<file path="src/hdl/mmtt_pkg.sv">
// Package for the multi-mode timer table: sizes, codes, and the transaction,
// chain token and cell control types.
// It has no dependencies; every module of the block imports it.
package mmtt_pkg;

	localparam int SLOTS   = 8;
	localparam int TIME_W  = 32;
	localparam int MAX_RES = 8;
	localparam int PRED_W  = 8;
	localparam int SLOT_W  = (SLOTS > 1) ? $clog2(SLOTS) : 1;
	localparam int CNT_W   = $clog2(SLOTS + 1);
	localparam int NRES_W  = $clog2(MAX_RES + 1);

	localparam logic [15:0] LATE_RESET = 16'd10;

	localparam logic [1:0] MODE_ONESHOT  = 2'd0;
	localparam logic [1:0] MODE_PERIODIC = 2'd1;
	localparam logic [1:0] MODE_UNTIL    = 2'd2;
	localparam logic [1:0] MODE_WHILE    = 2'd3;

	localparam logic [2:0] KIND_FIRED      = 3'd0;
	localparam logic [2:0] KIND_EXPIRED    = 3'd1;
	localparam logic [2:0] KIND_REGISTERED = 3'd2;
	localparam logic [2:0] KIND_FULL       = 3'd3;
	localparam logic [2:0] KIND_NONE       = 3'd4;

	localparam logic CMD_TICK     = 1'b0;
	localparam logic CMD_REGISTER = 1'b1;

	typedef logic [TIME_W-1:0] time_t;
	typedef logic [SLOT_W-1:0] slot_idx_t;

	typedef struct packed {
		logic        cmd;
		logic [1:0]  mode;
		logic [31:0] at_time;
		logic [15:0] period;
		logic [7:0]  pred_mask;
	} req_t;

	typedef struct packed {
		logic [2:0]  kind;
		logic [2:0]  slot;
		logic        released;
		logic        late;
		logic [31:0] stamp;
		logic        last;
	} res_t;

	typedef struct packed {
		logic      vld;
		slot_idx_t idx;
		time_t     due;
		logic [1:0] mode;
		logic      end_hit;
	} tok_t;

	typedef struct packed {
		logic wr;
		logic hit;
		logic set_anchor;
		logic free_slot;
		logic clr_done;
	} cell_ctl_t;

endpackage

</file>
<file path="src/hdl/mmtt_cell.sv">
// One timer slot of the table and one link of the earliest-due search chain.
// Depends on mmtt_pkg for the slot, token and control types.
module mmtt_cell (
	input  logic              clk,
	input  logic              arst_n,
	input  mmtt_pkg::slot_idx_t my_idx,
	input  mmtt_pkg::cell_ctl_t ctl,
	input  logic [1:0]        wr_mode,
	input  mmtt_pkg::time_t   wr_limit,
	input  logic [15:0]       wr_period,
	input  mmtt_pkg::time_t   now,
	input  mmtt_pkg::tok_t    tok_in,
	output mmtt_pkg::tok_t    tok_q,
	output logic              valid_q
);
	import mmtt_pkg::*;

	logic        done_q;
	logic [1:0]  mode_q;
	time_t       anchor_q;
	logic [15:0] period_q;
	time_t       limit_q;
	time_t       due_q;

	logic [TIME_W:0] sum;
	time_t           due_next;
	logic            elig;
	logic            take;

	assign sum      = {1'b0, anchor_q} + (TIME_W + 1)'(period_q);
	assign due_next = (mode_q == MODE_ONESHOT) ? limit_q :
		(sum[TIME_W] ? '1 : sum[TIME_W-1:0]);
	assign elig     = valid_q && !done_q && (due_q <= now);
	assign take     = elig && (!tok_in.vld || (due_q < tok_in.due));

	always_ff @(posedge clk or negedge arst_n) begin
		if (!arst_n) begin
			valid_q <= 1'b0;
			done_q  <= 1'b0;
			tok_q   <= '0;
		end else begin
			if (ctl.wr) begin
				valid_q <= 1'b1;
			end else if (ctl.hit && ctl.free_slot) begin
				valid_q <= 1'b0;
			end
			if (ctl.clr_done) begin
				done_q <= 1'b0;
			end else if (ctl.hit) begin
				done_q <= 1'b1;
			end
			if (take) begin
				tok_q <= '{vld: 1'b1, idx: my_idx, due: due_q, mode: mode_q,
					end_hit: (now >= limit_q)};
			end else begin
				tok_q <= tok_in;
			end
		end
	end

	always_ff @(posedge clk) begin
		if (ctl.wr) begin
			mode_q   <= wr_mode;
			anchor_q <= now;
			period_q <= wr_period;
			limit_q  <= wr_limit;
		end else if (ctl.hit && ctl.set_anchor) begin
			anchor_q <= now;
		end
		due_q <= due_next;
	end

endmodule

</file>
<file path="src/hdl/multi_mode_timer_table_core.sv">
// Top level of the multi-mode timer table: sequencer, time counter and the row
// of slot cells. Depends on mmtt_pkg and mmtt_cell.
//
// Usage: a transaction on the request channel is taken at a clock edge with
// start high and busy low. A register request claims the lowest free slot and
// answers in the next cycle with a single result (registered or table full);
// busy stays low, so another request may follow in the next cycle.
// A tick advances the time counter and then handles due slots one at a time.
// Each handling step is a search along the cell row: the best candidate moves
// one cell per cycle. A tick ends with a final search that finds no due slot,
// unless eight slots were handled; then that empty search is replaced by a
// flush state. Results appear one per step, the last one flagged. Each result
// is shown for one cycle with res_valid and cannot be stalled by the receiver.
// The configuration channel is always ready and is meant to be written only
// while the block is idle.
// Reset clears the time counter, frees every slot and restores the late
// limit to ten ticks.
module multi_mode_timer_table_core (
	input  logic           clk,
	input  logic           arst_n,
	input  logic           start,
	output logic           busy,
	input  mmtt_pkg::req_t req,
	output logic           res_valid,
	output mmtt_pkg::res_t res,
	input  logic           cfg_valid,
	output logic           cfg_ready,
	input  logic [15:0]    cfg_data
);
	import mmtt_pkg::*;

	typedef enum logic [3:0] {
		ST_IDLE   = 4'b0001,
		ST_SETTLE = 4'b0010,
		ST_HANDLE = 4'b0100,
		ST_FLUSH  = 4'b1000
	} state_t;

	state_t            state_q;
	logic [CNT_W-1:0]  cnt_q;
	logic [NRES_W-1:0] n_q;
	logic              pend_vld_q;
	res_t              pend_q;
	logic [PRED_W-1:0] pred_q;
	time_t             now_q;
	logic [15:0]       late_lim_q;
	logic              res_valid_q;
	res_t              res_q;

	tok_t      tok [SLOTS];
	tok_t      tail;
	logic      valid [SLOTS];
	cell_ctl_t ctl [SLOTS];

	logic      accept;
	logic      free_found;
	slot_idx_t free_idx;
	logic      set_anchor;
	logic      rel;
	logic      fired;
	logic      pred_hit;
	time_t     lateness;
	res_t      new_res;
	logic      emit;
	res_t      emit_data;
	logic      pend_load;

	genvar g;
	generate
		for (g = 0; g < SLOTS; g++) begin : g_cell
			mmtt_cell u_cell (
				.clk       (clk),
				.arst_n    (arst_n),
				.my_idx    (slot_idx_t'(g)),
				.ctl       (ctl[g]),
				.wr_mode   (req.mode),
				.wr_limit  (time_t'(req.at_time)),
				.wr_period (req.period),
				.now       (now_q),
				.tok_in    ((g == 0) ? tok_t'('0) : tok[(g == 0) ? 0 : g - 1]),
				.tok_q     (tok[g]),
				.valid_q   (valid[g])
			);
		end
	endgenerate

	assign tail      = tok[SLOTS-1];
	assign busy      = (state_q != ST_IDLE);
	assign accept    = start && !busy;
	assign cfg_ready = 1'b1;
	assign res_valid = res_valid_q;
	assign res       = res_q;

	always_comb begin
		free_found = 1'b0;
		free_idx   = '0;
		for (int i = SLOTS - 1; i >= 0; i--) begin
			if (!valid[i]) begin
				free_found = 1'b1;
				free_idx   = slot_idx_t'(i);
			end
		end
	end

	assign pred_hit = (32'(tail.idx) < PRED_W) && pred_q[3'(tail.idx)];

	always_comb begin
		set_anchor = 1'b0;
		rel        = 1'b0;
		fired      = 1'b1;
		unique case (tail.mode)
			MODE_ONESHOT: begin
				rel = 1'b1;
			end
			MODE_PERIODIC: begin
				set_anchor = 1'b1;
			end
			MODE_UNTIL: begin
				set_anchor = 1'b1;
				if (tail.end_hit) begin
					rel   = 1'b1;
					fired = 1'b0;
				end
			end
			MODE_WHILE: begin
				if (pred_hit) begin
					set_anchor = 1'b1;
				end else begin
					rel = 1'b1;
				end
			end
			default: begin
				rel = 1'b1;
			end
		endcase
	end

	assign lateness = now_q - tail.due;

	always_comb begin
		new_res          = '0;
		new_res.kind     = fired ? KIND_FIRED : KIND_EXPIRED;
		new_res.slot     = 3'(tail.idx);
		new_res.released = rel;
		new_res.late     = fired && (lateness > time_t'(late_lim_q));
		new_res.stamp    = 32'(now_q);
		new_res.last     = 1'b0;
	end

	always_comb begin
		for (int i = 0; i < SLOTS; i++) begin
			ctl[i].wr         = accept && (req.cmd == CMD_REGISTER) && free_found &&
				(free_idx == slot_idx_t'(i));
			ctl[i].hit        = (state_q == ST_HANDLE) && tail.vld &&
				(tail.idx == slot_idx_t'(i));
			ctl[i].set_anchor = set_anchor;
			ctl[i].free_slot  = rel;
			ctl[i].clr_done   = accept && (req.cmd == CMD_TICK);
		end
	end

	always_comb begin
		emit           = 1'b0;
		pend_load      = 1'b0;
		emit_data      = pend_q;
		emit_data.last = 1'b1;
		unique case (state_q)
			ST_IDLE: begin
				if (accept && (req.cmd == CMD_REGISTER)) begin
					emit            = 1'b1;
					emit_data       = '0;
					emit_data.stamp = 32'(now_q);
					emit_data.last  = 1'b1;
					if (free_found) begin
						emit_data.kind = KIND_REGISTERED;
						emit_data.slot = 3'(free_idx);
					end else begin
						emit_data.kind = KIND_FULL;
					end
				end
			end
			ST_SETTLE: begin
				emit = 1'b0;
			end
			ST_HANDLE: begin
				if (tail.vld) begin
					emit           = pend_vld_q;
					emit_data.last = 1'b0;
					pend_load      = 1'b1;
				end else begin
					emit = 1'b1;
					if (!pend_vld_q) begin
						emit_data       = '0;
						emit_data.kind  = KIND_NONE;
						emit_data.stamp = 32'(now_q);
						emit_data.last  = 1'b1;
					end
				end
			end
			ST_FLUSH: begin
				emit = 1'b1;
			end
			default: begin
				emit = 1'b0;
			end
		endcase
	end

	always_ff @(posedge clk or negedge arst_n) begin
		if (!arst_n) begin
			state_q     <= ST_IDLE;
			cnt_q       <= '0;
			n_q         <= '0;
			pend_vld_q  <= 1'b0;
			now_q       <= '0;
			late_lim_q  <= LATE_RESET;
			res_valid_q <= 1'b0;
		end else begin
			res_valid_q <= emit;
			if (cfg_valid && cfg_ready) begin
				late_lim_q <= cfg_data;
			end
			unique case (state_q)
				ST_IDLE: begin
					if (accept && (req.cmd == CMD_TICK)) begin
						now_q      <= now_q + time_t'(1);
						cnt_q      <= '0;
						n_q        <= '0;
						pend_vld_q <= 1'b0;
						state_q    <= ST_SETTLE;
					end
				end
				ST_SETTLE: begin
					if (cnt_q == CNT_W'(SLOTS)) begin
						state_q <= ST_HANDLE;
					end else begin
						cnt_q <= cnt_q + CNT_W'(1);
					end
				end
				ST_HANDLE: begin
					if (tail.vld) begin
						pend_vld_q <= 1'b1;
						n_q        <= n_q + NRES_W'(1);
						cnt_q      <= '0;
						if (n_q == NRES_W'(MAX_RES - 1)) begin
							state_q <= ST_FLUSH;
						end else begin
							state_q <= ST_SETTLE;
						end
					end else begin
						pend_vld_q <= 1'b0;
						state_q    <= ST_IDLE;
					end
				end
				ST_FLUSH: begin
					pend_vld_q <= 1'b0;
					state_q    <= ST_IDLE;
				end
				default: begin
					state_q <= ST_IDLE;
				end
			endcase
		end
	end

	always_ff @(posedge clk) begin
		if (accept && (req.cmd == CMD_TICK)) begin
			pred_q <= req.pred_mask;
		end
		if (pend_load) begin
			pend_q <= new_res;
		end
		if (emit) begin
			res_q <= emit_data;
		end
	end

`ifndef SYNTHESIS
	assert property (@(posedge clk) disable iff (!arst_n)
		accept && (req.cmd == CMD_REGISTER) |=> res_valid && res.last && !busy)
		else $error("register transaction did not answer in one cycle");

	assert property (@(posedge clk) disable iff (!arst_n)
		accept && (req.cmd == CMD_TICK) |=> busy && !res_valid)
		else $error("tick transaction did not start the slot search");

	assert property (@(posedge clk) disable iff (!arst_n)
		res_valid && !res.last |-> busy)
		else $error("non-final result after the tick finished");

	assert property (@(posedge clk) disable iff (!arst_n)
		n_q <= NRES_W'(MAX_RES))
		else $error("more slots handled in one tick than allowed");

	assert property (@(posedge clk) disable iff (!arst_n)
		res_valid && (res.kind == KIND_EXPIRED) |-> res.released && !res.late)
		else $error("expired slot result is inconsistent");
`endif

endmodule
</file>
<file path="config.mk">
export PLATFORM = sky130hd
export DESIGN_NAME = multi_mode_timer_table_core
export DESIGN_NICKNAME = d
export VERILOG_FILES = /design/src/hdl/mmtt_pkg.sv /design/src/hdl/mmtt_cell.sv /design/src/hdl/multi_mode_timer_table_core.sv
export SDC_FILE = /design/constraint.sdc
export NUM_CORES = 2
export LEC_CHECK = 0
export BUFFER_PORTS_ARGS = -buffer_cell sky130_fd_sc_hd__buf_2
export CAP_MARGIN = 20
export CORE_MARGIN = 3
export CORE_UTILIZATION = 40
export CTS_BUF_LIST = sky130_fd_sc_hd__clkbuf_8
export DETAILED_ROUTE_END_ITERATION = 10
export HOLD_SLACK_MARGIN = 0.15
export PLACE_DENSITY = 0.64
export SETUP_SLACK_MARGIN = 0.5
export SLEW_MARGIN = 15
export SYNTH_ARGS = -nofsm -noshare
export SYNTH_HDL_FRONTEND = slang
export SYNTH_HIERARCHICAL = 1
export SYNTH_SLANG_ARGS = --single-unit
</file>
<file path="constraint.sdc">
create_clock -name clk -period 7.2 [get_ports clk]
set_input_delay 0.36 -clock clk [delete_from_list [all_inputs] [get_ports clk]]
set_output_delay 0.36 -clock clk [all_outputs]
set_load 0.05 [all_outputs]
</file>
# Yosys cells after proc, flatten, opt, wreduce, memory -nomap -nowiden
# Index checks and enable logic that the tools add are counted.
[classes]
add_sub_neg = 12
n_mul = 0
div_mod_pow = 0
order_cmp = 25
eq_ne = 28
shift = 0
mux = 123
bitwise = 1
n_reduce_logical = 128
[op_table]
columns = ["op", "count"]
rows = [
  ["2-to-1 mux 32 bit", 32],
  ["2-to-1 mux 39 bit", 8],
  ["adder 32 x 16 -> 33 bit", 8],
  [">= comparator 32 bit", 8],
  ["<= comparator 32 bit", 8],
  ["less-than comparator 32 bit", 7],
  ["2-to-1 mux 41 bit", 2],
  ["one-hot mux 41 bit (2 select lines)", 1],
  ["logical AND 1 bit", 61],
  ["2-to-1 mux 1 bit", 54],
  ["nonzero test 2 bit", 25],
  ["2-to-1 mux 40 bit", 1],
  ["adder 32 x 1 -> 32 bit, second input constant", 1],
  ["> comparator 32 x 16 -> 1 bit", 1],
  ["2-to-1 mux 4 bit", 8],
  ["subtractor 32 bit", 1],
  ["2-to-1 mux 3 bit", 9],
  ["equality test 3 bit, second input constant", 8],
  ["one-hot mux 4 bit (3 select lines)", 2],
  ["zero test 2 bit", 9],
  ["zero test 1 bit", 16],
  ["equality test 3 x 2 -> 1 bit, second input constant", 4],
  ["one-hot mux 1 bit (3 select lines)", 3],
  ["adder 4 x 1 -> 4 bit, second input constant", 2],
  ["other kinds (22)", 38],
]
[totals]
reg_bits = 1391
latch_bits = 0
ram_bits = 0
romBits = 0
inputBits = 79
out_inout_bits = 44
word_cells = 432
n_memories = 0

# Longest topological paths before layout
[logic_depth]
word_depth = 11
mapped_depth = 19
ltp_nobuf = 19

# Modules after synthesis
# Netlist, hierarchy kept.
[by_module_without_submodules]
columns = ["module", "instances", "cells_each", "area_each_um2", "seq_area_each_um2"]
rows = [
  ["mmtt_cell (g_cell[2].u_cell ...)", 4, 727, 8436.8, 4129.0],
  ["mmtt_cell (g_cell[0].u_cell ...)", 2, 731, 8426.8, 4129.0],
  ["mmtt_cell (g_cell[3].u_cell)", 1, 730, 8578.2, 4129.0],
  ["mmtt_cell (g_cell[1].u_cell)", 1, 738, 8486.9, 4129.0],
  ["multi_mode_timer_table_core", 1, 777, 8411.8, 4167.7],
]

# Worst setup path after synthesis
# OpenSTA, ideal clock, no wires.
[synth_timing]
path_type = "register to register"
startpoint = "register state_q[0]"
endpoint = "register g_cell[3].u_cell.anchor_q[0], enable pin"
t_arrival_ns = 7.333
t_required_ns = 6.812
setup_slack_ns = -0.521
path_stages_with_launch = 6
path_buffers = 1
cell_sequence = "dfstp_2 > nor4b_2 > nand3_1 > clkbuf_1 > nor4b_1 > a21o_1"
[synth_lines]
columns = ["element", "line_no", "rtl"]
rows = [
  ["start: declaration", "multi_mode_timer_table_core.sv:39", "state_t state_q;"],
  ["start signal: assignment", "multi_mode_timer_table_core.sv:211", "state_q <= ST_IDLE;"],
  ["start signal: assignment", "multi_mode_timer_table_core.sv:230", "state_q <= ST_SETTLE;"],
  ["start signal: assignment", "multi_mode_timer_table_core.sv:235", "state_q <= ST_HANDLE;"],
  ["end signal: assignment", "mmtt_cell.sv:64", "anchor_q <= now;"],
  ["end signal: assignment", "mmtt_cell.sv:68", "anchor_q <= now;"],
  ["end: declaration", "mmtt_cell.sv:20", "time_t anchor_q;"],
]

==> run_results.csv <==
group,metric,value,unit
synthesis,synthCells,6615,
floorplanning,start_util,0.404,
setup_path,cp_max_fo,18,
min_path,worst_hold_path_type,"in -> reg",
layout,layout_common_cells,"971 x inv_1, 942 x ha_1, 743 x edfxtp_1",
synthesis,synth-main-ff-cell,"edfxtp_1",
synthesis,ys_ff_latch,1389,
floorplanning,die_w,442,um
synthesis,synth_compound_area_frac,0.137,
clock_tree,clock_latency,0.97,ns
route,dr.pass1.iters,6,
setup_path,timing.rr.end,"pend_q[33]",
setup_path,cp-startpoint,"now_q[1]",
clock_tree,ctsRootBufferMaster,"clkbuf_8",
outcome,status,"finished, final reports clean",
synthesis,synth_top_family_by_area,"adder cells",
synthesis,synth_xor_area_frac,0.0251,
clock_tree,cts_tree,"yes",
setup_path,reg2reg_depth,18,
power_and_ir_drop,irDropWorstVdd,0.151,mV
grt,overflow,0,
min_path,worstHoldStart,"req[37]",
timing,setup_viol,0,
layout,area_growth,14.2,%
floorplanning,dieArea,195000,um2
clock_tree,cts_setup_buffers,0,
floorplanning,io_pins,123,
route,vias,55300,
timing,maxSlewViolCount,0,
route,wl,227,mm
timing,hold_violations,0,
synthesis,synthAdderAreaFrac,0.157,
setup_path,worst_ep_arrival_time,5.63,ns
setup_path,crit_required,7.89,ns
setup_path,slowest_delay,0.78,ns
synthesis,synth_sequential_area_ratio,0.489,
timing,fin_ws,2.25,ns
grt,grt_max_degree,87,
synthesis,synth-simple-area-share,0.0828,
setup_path,criticalPathCategory,"reg -> reg",
setup_path,rr_startpoint,"now_q[1]",
grt,antenna_found_initial,29,
timing,tightestPinTransition,1.09,ns
synthesis,yosysWarnings,6,
synthesis,avgSynthCellArea,11.5,um2
layout,final_nets,8221,
setup_path,crit_path_top_delay_cell,"dfrtp_2",
layout,final_common_cell,"inv_1",
timing,skew,0.0480,ns
setup_path,crit_path_cell_trace,"inv_1, fa_1, nand2b_1, a21oi_1, o41ai_2, o31ai_1, nor2_1, xnor2_1, ha_1, nand4_1, nor2_1, a221o_1, a211oi_1, a21oi_1, a2111oi_2, o2111ai_1, a2111oi_2, a41oi_1",
synthesis,synthMuxAreaShare,0.0552,
setup_path,r2r_slack,2.25,ns
clock_tree,cts.htree.levels,4,
clock_tree,numCtsBuffers,231,
min_path,hold-path-cell-count,2,
timing,finalCriticalPeriod,4.95,ns
route,via_per_inst,5.58,
route,drtAntennaViolNets,0,
timing,clock.fmax,202,MHz
route,drtIter0Drc,4384,
clock_tree,clock-sinks,1389,
clock_tree,clockBufferDepth,3,
timing,slew_headroom,0.270,
power_and_ir_drop,power,24.5,mW
setup_path,cp-start-kind,"register",
layout,drive_gt1_frac,0.139,
setup_path,end_kind,"register",
flow_run,maxCapViolCount,0,
power_and_ir_drop,cellLeakagePower,37.9,nW
grt,grt_pass1_wl,337,mm
timing,rsz0062_at_grt,"no",
synthesis,synth_area,76100,um2
placement,hpwl,172,mm
timing,fin_tns_setup,0,ns
route,wire_per_inst,22.9,um
clock_tree,clkTransAtPathRegs,0.07,ns
synthesis,synth_edf_count,743,
synthesis,synth_cell_types,118,
layout,fillers,17100,
placement,post-place-ws,2.23,ns
placement,numPortBuffers,121,
floorplanning,core,188000,um2
floorplanning,rows,159,
min_path,min_to,"g_cell[5].u_cell/limit_q[13]",
synthesis,async_flop_share,0.281,
route,drc_errors,0,
timing,fin_crit_sh,0.687,
power_and_ir_drop,power_density,282,nW/um2
grt,grt_pass1_vias,56600,
floorplanning,die-height,442,um
grt,grt_usage,0.227,
placement,place_congestion,0.934,
==> what timing repair did <==
action / in CTS / in global routing
resized for setup: 0 / 0
hold buffers: 135 / 0
hold endpoints to repair: 519 / 0
==> per-layer routing <==
layer / part of all wire / wire, um / GRT usage
met5: 0 / 0 / 0
met1: 0.41 / 93800 / 0.287
met2: 0.47 / 106000 / 0.376
met4: 0.056 / 12600 / 0.124
met3: 0.065 / 14700 / 0.0314
==> how the worst max path moves through the flow <==
stage / endpoint / depth (start not counted)
2_1_floorplan: g_cell[1].u_cell/anchor_q[0] / 5
4_1_cts: pend_q[33] / 18
6_report: pend_q[33] / 18
5_1_grt: pend_q[33] / 18
3_3_place_gp: pend_q[33] / 18
3_5_place_dp: pend_q[33] / 18
==> final cells by class <==
class                           instances  area (um2)  share of cell area
Multi-Input combinational cell       4310       35400               0.407
Tap cell                             2495        3120              0.0359
Clock inverter                        177        1250              0.0144
Timing Repair Buffer                  367        2840              0.0327
Clock buffer                          266        3660              0.0422
Inverter                              892        3350              0.0386
Antenna cell                            9        22.5            0.000259
Sequential cell                      1389       37200               0.429
==> synthesized netlist by cell type (18+ instances only) <==
cell	number	share of area
mux2_2	232	0.034
nor4_1	30	0.0025
a2bb2oi_1	33	0.0038
a31oi_1	25	0.0021
o21a_1	48	0.0047
nand4_1	155	0.013
nor3_1	84	0.0055
a2111oi_0	27	0.0031
o2111ai_1	18	0.0021
a211oi_1	80	0.0079
a32oi_1	30	0.0035
buf_2	35	0.0023
clkbuf_1	51	0.0025
a21oi_1	322	0.021
nor2_1	224	0.011
nand2_1	263	0.013
o21ai_0	219	0.014
nand2b_1	37	0.0030
o21bai_1	23	0.0023
xor2_1	106	0.012
nor2b_1	39	0.0032
and4_1	42	0.0048
and3_1	57	0.0047
or3_1	34	0.0028
inv_1	891	0.044
edfxtp_1	743	0.29
nand3_1	152	0.010
a21o_1	215	0.021
mux2_4	96	0.019
dfxtp_1	256	0.067
o211ai_1	34	0.0034
dfrtp_1	387	0.13
o31ai_1	30	0.0030
a22oi_1	154	0.015
ha_1	942	0.15
xnor2_1	112	0.013
==> sequential cells by signal, indices dropped and copies added, names as in the netlist <==
name,cells
cnt_q,4
g_cell.u_cell/anchor_q,256
g_cell.u_cell/done_q,8
g_cell.u_cell/due_q,256
g_cell.u_cell/limit_q,256
g_cell.u_cell/mode_q,16
g_cell.u_cell/period_q,128
g_cell.u_cell/tok_q,312
g_cell.u_cell/valid_q,8
late_lim_q,16
n_q,4
now_q,32
pend_q,38
pend_vld_q,1
pred_q,8
res,41
res_valid,1
state_q,4
==> worst max-delay path, delay by kind of cell (launching register included) <==
family          cells  cell delay, ns
buf+inv             1            0.20
flops               1            0.78
compound gates     10            2.34
simple gates        4            0.45
xor+xnor            1            0.20
fa+ha+maj           2            0.72
==> per-stage QoR <==
stage                     std cells   util  hold WS, ns  cell area (um2)
after floorplan                6710      -       0.0644            76400
after global placement         9312  0.427        0.459            80500
after detailed placement       9315  0.427        0.464            80500
after CTS                      9893  0.461        0.261            86800
after global routing           9900  0.461        0.302            86800
final                          9905  0.461        0.377            86800
==> kinds of logic (layout without fill, tap and decap cells) <==
group | after synthesis | in the layout
adder cells (fa/ha/maj) | 951 | 951
multiplexers | 340 | 340
AO/OA/AOI/OAI | 1496 | 1496
XOR/XNOR | 218 | 218
buffers and inverters | 1011 | 1702
other | 2 | 106
AND/OR/NAND/NOR | 1208 | 1208
flip-flops | 1389 | 1389
==> power by group <==
| part | leakage (nW) | internal, mW | total (mW) | switching [mW] |
|---|---|---|---|---|
| logic | 21.7 | 2.82 | 6.57 | 3.74 |
| registers | 13.4 | 9.58 | 10.5 | 0.970 |
| clock network | 2.82 | 3.97 | 7.38 | 3.41 |
| total | 37.9 | 16.4 | 24.5 | 8.12 |
Power figures use the tool's default switching activity.
